### src/rtl/core/assert_macros.svh
// assertion macros, included by the top level rtl file
`ifndef ASSERT_MACROS_SVH
`define ASSERT_MACROS_SVH

`ifndef SYNTHESIS

// property must hold at every rising clock edge outside reset
`define ASSERT_AT(label, clk, rst, prop) \
  label: assert property (@(posedge clk) disable iff (rst) prop) \
    else $error("%m: assertion failed");

// condition must never be true outside reset
`define ASSERT_NEVER(label, clk, rst, cond) \
  label: assert property (@(posedge clk) disable iff (rst) !(cond)) \
    else $error("%m: forbidden condition seen");

`else

`define ASSERT_AT(label, clk, rst, prop)
`define ASSERT_NEVER(label, clk, rst, cond)

`endif

`endif

### src/rtl/core/modexp_pkg.sv
// types and constants of the modular exponentiation block
package modexp_pkg;

  localparam int WORD_BITS      = 32;
  localparam int CNT_BITS       = $clog2(WORD_BITS);
  localparam int CFG_INDEX_BITS = 2;

  typedef logic [WORD_BITS-1:0] word_t;

  // configuration register indexes
  localparam logic [CFG_INDEX_BITS-1:0] CFG_MODULUS  = CFG_INDEX_BITS'(0);
  localparam logic [CFG_INDEX_BITS-1:0] CFG_EXPONENT = CFG_INDEX_BITS'(1);

  // sequencer states
  typedef enum logic [1:0] {
    ST_IDLE,
    ST_MULT,
    ST_EXP,
    ST_DONE
  } state_t;

  // what a modular multiply is for, and where its product goes
  typedef enum logic [1:0] {
    KIND_RED,
    KIND_MUL,
    KIND_SQR
  } kind_t;

endpackage

### src/rtl/core/modexp_addmod.sv
// modular adder: (x + y) mod m for x, y below m, without overflow
module modexp_addmod (
  input  modexp_pkg::word_t x,
  input  modexp_pkg::word_t y,
  input  modexp_pkg::word_t m,
  output modexp_pkg::word_t sum
);

  modexp_pkg::word_t gap;

  // distance of y to the modulus decides whether the sum wraps
  always_comb begin
    gap = m - y;
    if (x >= gap) begin
      sum = x - gap;
    end else begin
      sum = x + y;
    end
  end

endmodule

### src/rtl/core/modular_exponentiation.sv
// top level of the modular exponentiation block
//
// Computes result = message ^ exponent mod modulus by right-to-left
// square-and-multiply. Every modular product runs bit-serially through one
// shared modular adder: one doubling step per multiplier bit plus one add
// step per set multiplier bit. A request first reduces the message by the
// modulus (one such product), then takes per exponent bit one squaring and
// one multiply when the bit is set, each after a pass through the
// sequencing state; the work stops after the highest set exponent bit.
// The block takes one request at a time and stalls its input meanwhile; the
// result sits in an output register, so the next request is taken while it
// waits. Modulus (index 0) and exponent (index 1) reset to 1; the user must
// write them only while no request is in flight, which the block itself does
// not enforce. A modulus of zero gives 0.
module modular_exponentiation (
  input  logic                                      clk,
  input  logic                                      rst,
  input  logic                                      in_valid,
  output logic                                      in_stall,
  input  modexp_pkg::word_t                         message,
  output logic                                      out_valid,
  input  logic                                      out_stall,
  output modexp_pkg::word_t                         result,
  input  logic                                      cfg_write,
  input  logic [modexp_pkg::CFG_INDEX_BITS-1:0]     cfg_index,
  input  modexp_pkg::word_t                         cfg_data
);

`include "assert_macros.svh"

  modexp_pkg::state_t              state;
  modexp_pkg::state_t              state_next;
  modexp_pkg::kind_t               kind;
  modexp_pkg::word_t               modulus;
  modexp_pkg::word_t               exponent;
  modexp_pkg::word_t               ebits;
  modexp_pkg::word_t               acc;
  modexp_pkg::word_t               pw;
  modexp_pkg::word_t               op_a;
  modexp_pkg::word_t               op_b;
  modexp_pkg::word_t               prod;
  modexp_pkg::word_t               add_y;
  modexp_pkg::word_t               add_sum;
  logic [modexp_pkg::CNT_BITS-1:0] bit_cnt;
  logic                            add_phase;
  logic                            mul_done;
  logic                            step_last;
  logic                            in_take;
  logic                            load_result;

  // shared modular adder: doubles the product or adds the multiplicand
  assign add_y = add_phase ? op_a : prod;

  modexp_addmod u_addmod (
    .x   (prod),
    .y   (add_y),
    .m   (modulus),
    .sum (add_sum)
  );

  // last cycle of a modular multiply
  assign step_last = (state == modexp_pkg::ST_MULT) && (bit_cnt == '0) &&
                     (add_phase || !op_b[modexp_pkg::WORD_BITS-1]);

  // next state
  always_comb begin
    state_next = state;
    case (state)
      modexp_pkg::ST_IDLE: begin
        if (in_valid) state_next = modexp_pkg::ST_MULT;
      end
      modexp_pkg::ST_MULT: begin
        if (step_last) state_next = modexp_pkg::ST_EXP;
      end
      modexp_pkg::ST_EXP: begin
        if (ebits == '0) begin
          state_next = modexp_pkg::ST_DONE;
        end else begin
          state_next = modexp_pkg::ST_MULT;
        end
      end
      modexp_pkg::ST_DONE: begin
        if (!out_valid || !out_stall) state_next = modexp_pkg::ST_IDLE;
      end
      default: state_next = modexp_pkg::ST_IDLE;
    endcase
  end

  // handshake outputs
  always_comb begin
    in_stall    = (state != modexp_pkg::ST_IDLE);
    in_take     = in_valid && (state == modexp_pkg::ST_IDLE);
    load_result = (state == modexp_pkg::ST_DONE) && (!out_valid || !out_stall);
  end

  // control registers and configuration
  always_ff @(posedge clk) begin
    if (rst) begin
      state     <= modexp_pkg::ST_IDLE;
      add_phase <= 1'b0;
      mul_done  <= 1'b0;
      out_valid <= 1'b0;
      modulus   <= modexp_pkg::word_t'(1);
      exponent  <= modexp_pkg::word_t'(1);
    end else begin
      state <= state_next;
      if (cfg_write) begin
        case (cfg_index)
          modexp_pkg::CFG_MODULUS:  modulus  <= cfg_data;
          modexp_pkg::CFG_EXPONENT: exponent <= cfg_data;
          default: ;
        endcase
      end
      // result register handshake
      if (load_result) begin
        out_valid <= 1'b1;
      end else if (!out_stall) begin
        out_valid <= 1'b0;
      end
      // double then optionally add within a multiply
      if (state == modexp_pkg::ST_MULT) begin
        add_phase <= !add_phase && op_b[modexp_pkg::WORD_BITS-1];
      end else begin
        add_phase <= 1'b0;
      end
      // multiply for the current exponent bit already done
      if (in_take) begin
        mul_done <= 1'b0;
      end else if (step_last) begin
        mul_done <= (kind == modexp_pkg::KIND_MUL);
      end
    end
  end

  // datapath registers
  always_ff @(posedge clk) begin
    case (state)
      modexp_pkg::ST_IDLE: begin
        // reduce the message first: message * 1 mod modulus
        if (in_valid) begin
          op_a    <= modexp_pkg::word_t'(1);
          op_b    <= message;
          prod    <= '0;
          kind    <= modexp_pkg::KIND_RED;
          bit_cnt <= modexp_pkg::CNT_BITS'(modexp_pkg::WORD_BITS - 1);
          ebits   <= exponent;
          acc     <= (modulus == modexp_pkg::word_t'(1)) ? '0 : modexp_pkg::word_t'(1);
        end
      end
      modexp_pkg::ST_MULT: begin
        prod <= add_sum;
        if (add_phase || !op_b[modexp_pkg::WORD_BITS-1]) begin
          op_b    <= op_b << 1;
          bit_cnt <= bit_cnt - 1'b1;
        end
        // write the finished product back
        if (step_last) begin
          case (kind)
            modexp_pkg::KIND_RED: pw <= add_sum;
            modexp_pkg::KIND_MUL: acc <= add_sum;
            modexp_pkg::KIND_SQR: begin
              pw    <= add_sum;
              ebits <= ebits >> 1;
            end
            default: ;
          endcase
        end
      end
      modexp_pkg::ST_EXP: begin
        // multiply on a set bit, then square the base power
        prod    <= '0;
        bit_cnt <= modexp_pkg::CNT_BITS'(modexp_pkg::WORD_BITS - 1);
        if (ebits[0] && !mul_done) begin
          kind <= modexp_pkg::KIND_MUL;
          op_a <= acc;
          op_b <= pw;
        end else begin
          kind <= modexp_pkg::KIND_SQR;
          op_a <= pw;
          op_b <= pw;
        end
      end
      modexp_pkg::ST_DONE: begin
        if (load_result) begin
          result <= (modulus == '0) ? '0 : acc;
        end
      end
      default: ;
    endcase
  end

  // checks on the sequencer
  `ASSERT_AT(a_take_starts_mult, clk, rst, in_valid && !in_stall |=> state == modexp_pkg::ST_MULT)
  `ASSERT_AT(a_add_after_double, clk, rst, add_phase |-> $past(state == modexp_pkg::ST_MULT))
  `ASSERT_AT(a_result_from_done, clk, rst, $rose(out_valid) |-> $past(state == modexp_pkg::ST_DONE))
  `ASSERT_NEVER(a_exp_mid_product, clk, rst, state == modexp_pkg::ST_EXP && add_phase)

endmodule

### config.mk
export PLATFORM = sky130hd
export DESIGN_NAME = modular_exponentiation
export DESIGN_NICKNAME = d
export VERILOG_FILES = /design/src/rtl/core/modexp_pkg.sv /design/src/rtl/core/modexp_addmod.sv /design/src/rtl/core/modular_exponentiation.sv
export VERILOG_INCLUDE_DIRS = /design/src /design/src/rtl/core
export SDC_FILE = /design/constraint.sdc
export NUM_CORES = 1
export LEC_CHECK = 0
export ABC_AREA = 1
export BUFFER_PORTS_ARGS = -buffer_cell sky130_fd_sc_hd__clkbuf_2
export CAP_MARGIN = 15
export CELL_PAD_IN_SITES_DETAIL_PLACEMENT = 1
export CELL_PAD_IN_SITES_GLOBAL_PLACEMENT = 2
export CORE_UTILIZATION = 30
export CTS_BUF_LIST = sky130_fd_sc_hd__clkbuf_4
export DETAILED_ROUTE_END_ITERATION = 8
export PLACE_DENSITY = 0.73
export SLEW_MARGIN = 20
export SYNTH_ARGS = -nofsm -noshare
export SYNTH_HDL_FRONTEND = slang
export SYNTH_SLANG_ARGS = --single-unit
### constraint.sdc
create_clock -name clk -period 4.25 [get_ports clk]
set_clock_uncertainty 0.15 [all_clocks]
set_input_delay 0.425 -clock clk [delete_from_list [all_inputs] [get_ports clk]]
set_output_delay 0.425 -clock clk [all_outputs]
set_load 0.005 [all_outputs]
==> results.md <==
* Largest net degree at the start of global routing at 58
* Fin Setup TNS at -7620 ps
* Antenna viol nets, final at 0
* # H-tree levels at 3
* Worst hold path type: in2reg
* Predominant post-synthesis flop cell: edfxtp_1
* CP Launch Type: register
* Share of the synthesized area in the top cell type at 0.362
* Post-Syn Instances at about 2,500
* RSZ-0062 raised after global routing: true
* Dpl hpwl at ~66,000 um
* Max incr delay on CP at roughly 380 ps
* WHS at 90.2 ps
* Post-synth EDFFs at 231
* Sequential share of the synthesized area at 0.434
* Vias at between 15,000 and 20,000
* Fillcell total at ~7,600
* Crit path max-delay cell type: dfxtp_4
* Crit path buffers/inverters at 9
* Std cell rows at 92
* Drt wl/cell at ~21 um
* DR iter-0 viols at between 900 and 1,000
* CTS Buffer Depth at 3
* Number of buffers created by CTS at around 80
* Least-Margin Pin Slew at about 1100 ps
* Fraction of layout instances using a drive strength above 1 at 0.353
* Drt drc at 0
* Final setup margin at -168 ps
* Crit path time final at around 4400 ps
* Violated checks: setup timing
* Ys Warns at 0
* Final WL at around 87,000 um
* Post-synth cell types at 50
* Nets at 3,324
* GRT Total Usage at 0.265
* Starting density of the core at 0.304
* Max_slew headroom at 0.269
* Via density at 4.82
* Sinks on the clock net at 300
* Clock transition at path regs at around 80 ps
* Die width at about 250 um
* Die ar. at ~65,000 um2
* Drt first pass iters at 5
* Seq cells post-synth at 300
* Path type of the worst setup path: reg2reg
* Port Buf Inserts at ~100
* Final critical-path share of the clock period at 1.04
* Layout area overhead at 49.7%
* Global-route wire length before repair at roughly 130,000 um
* Setup violators final at between 90 and 100
* Most common library cells after synthesis: nand2_1, inv_1, nor2_1
* Worst-path maximum fanout at 8
* Crit end category: register
* FFs w/ async S/R, synth at 0
* Vias in the first global route at between 20,000 and 25,000
* Die Height at ~250 um
* Clk root buf: clkbuf_4
* Worst slack at placement at -787 ps
* Req. time, crit path at between 4000 and 5000 ps
* Initial antenna violation count at 4
* Top post-synthesis cells by area: edfxtp_1, nand2_1, inv_1
* # IOs at 105
* Run status: finished, violations left
* Pins Over Slew Limit at 0
* Post-Syn Nets at ~2,700
* Mapped Area at between 15,000 and 20,000 um2
* Max Freq at 0.226 GHz
* Core area at approximately 63,000 um2
* Clk_lat worst skew at around 840 ps
* Max-cap violations at 0
* Most numerous cell in the Yosys netlist: nand2_1
* Crit path max-delay family: simple AND/OR/NAND/NOR gates
* RePlAce Congestion at 0.947
* Arr. time, crit path at 4800 ps
* Synth Area per Inst at approximately 7.6 um2
* Hold Vio Cnt, Final at 0
* CTS tree: done
* CP most frequent cell: buf_12
* Synth area leader: edfxtp_1
* Remaining Overflow, GRT at 0
## path summary, 6_finish.rpt
path,startpoint,end,slack (ps),cells after the start
hold / removal,cfg_index[0],modulus[28]$_SDFFE_PP0P_,90,5
hold reg to reg,exponent[31]$_SDFFE_PP0P_,exponent[31]$_SDFFE_PP0P_,310,2
setup / recovery,add_phase$_SDFF_PP0_,acc[29]$_SDFFCE_PN0P_,-170,27
setup reg to reg,add_phase$_SDFF_PP0_,acc[29]$_SDFFCE_PN0P_,-170,27
## metrics by stage
| stage | instances | area [um2] | util |
|---|---|---|---|
| 2_1_floorplan | 2518 | 19200 | - |
| 4_1_cts | 4034 | 27700 | 0.438 |
| 3_5_place_dp | 3738 | 23100 | 0.367 |
| 6_report | 4064 | 28700 | 0.455 |
| 5_1_grt | 4064 | 28700 | 0.455 |
| 3_3_place_gp | 3738 | 23100 | 0.367 |
## state kept, by name (all words and copies together), names as in the netlist
| register | flops |
|---|---|
| acc | 32 |
| state | 2 |
| pw | 32 |
| mul_done | 1 |
| out_valid | 1 |
| bit_cnt | 5 |
| add_phase | 1 |
| ebits | 32 |
| exponent | 32 |
| op_b | 32 |
| result | 32 |
| op_a | 32 |
| modulus | 32 |
| prod | 32 |
| kind | 2 |
## cell type report
class / count / area, um2 / area share
Antenna cell: 2 / 5.00 / 0.000174
Clock buffer: 115 / 863 / 0.0301
Clock inverter: 34 / 191 / 0.00666
Inverter: 408 / 1540 / 0.0535
Multi-Input combinational cell: 1747 / 11800 / 0.410
Sequential cell: 300 / 8320 / 0.290
Tap cell: 846 / 1060 / 0.0369
Timing Repair Buffer: 612 / 4970 / 0.173
## routing by layer
layer,share of wire,global-route usage,up-vias
met2,0.49,0.459,382
met5,0.00030,0,-
met3,0.032,0.0298,114
met1,0.44,0.331,9571
li1,-,-,9503
met4,0.039,0.114,4
## worst reg2reg max path, stage by stage (launching register included)
cell and delay [ps]:
dfxtp_4 380, inv_6 50, buf_12 140, buf_12 140, buf_12 130, or2_4 240, o21ai_4 80, ha_4 210
nand2_4 90, buf_6 130, nor3_4 200, buf_4 130, nand4_1 270, nand2_2 160, nand2_2 70, nand2_2 100
ha_4 230, a21oi_4 180, nor2_4 50, nor2_4 150, o21ai_4 80, nor2_4 100, buf_12 140, nand2_8 110
buf_16 180, buf_8 140, nand3_4 100, a21oi_2 70
## cell families (layout without fill, tap and decap cells)
group,count (synthesis),after routing,share of synthesized area
other cells,0,2,0
buf+inv,472,1169,0.0947
flops,300,300,0.434
simple gates,1231,1232,0.272
compound gates,359,359,0.107
xor+xnor,54,54,0.0247
fa+ha+maj,102,102,0.0677
## cells in the final DEF, fill, tap and decap left out, types with 29 or more instances in the layout
master | Yosys | routed
nand2_1 | 677 | 578
clkbuf_2 | 0 | 104
dlygate4sd3_1 | 0 | 68
o22ai_1 | 31 | 31
ha_1 | 99 | 53
nand2_4 | 0 | 29
o211ai_1 | 33 | 33
dfxtp_1 | 69 | 68
o21ai_4 | 0 | 29
ha_4 | 0 | 44
o21ai_2 | 6 | 32
nand3_1 | 116 | 88
buf_6 | 1 | 32
a21oi_4 | 1 | 36
nand2_2 | 7 | 74
o21ai_0 | 145 | 79
edfxtp_1 | 231 | 231
inv_1 | 405 | 387
buf_4 | 1 | 383
nor2_4 | 2 | 30
a21oi_1 | 102 | 44
a21oi_2 | 13 | 36
nor2_1 | 296 | 256
clkbuf_4 | 0 | 115
## what timing repair did
action | CTS | global route
cloned | 5 | 4
hold buffers | 68 | 0
setup buffers | 76 | 28
endpoints found under the setup margin | 96 | 96
resized for setup | 489 | 187
endpoints found under the hold margin | 101 | 0
pin swaps | 105 | 111
Power is not shown: default switching activity piles up to over one toggle a cycle in this logic, so the estimate is an artifact.
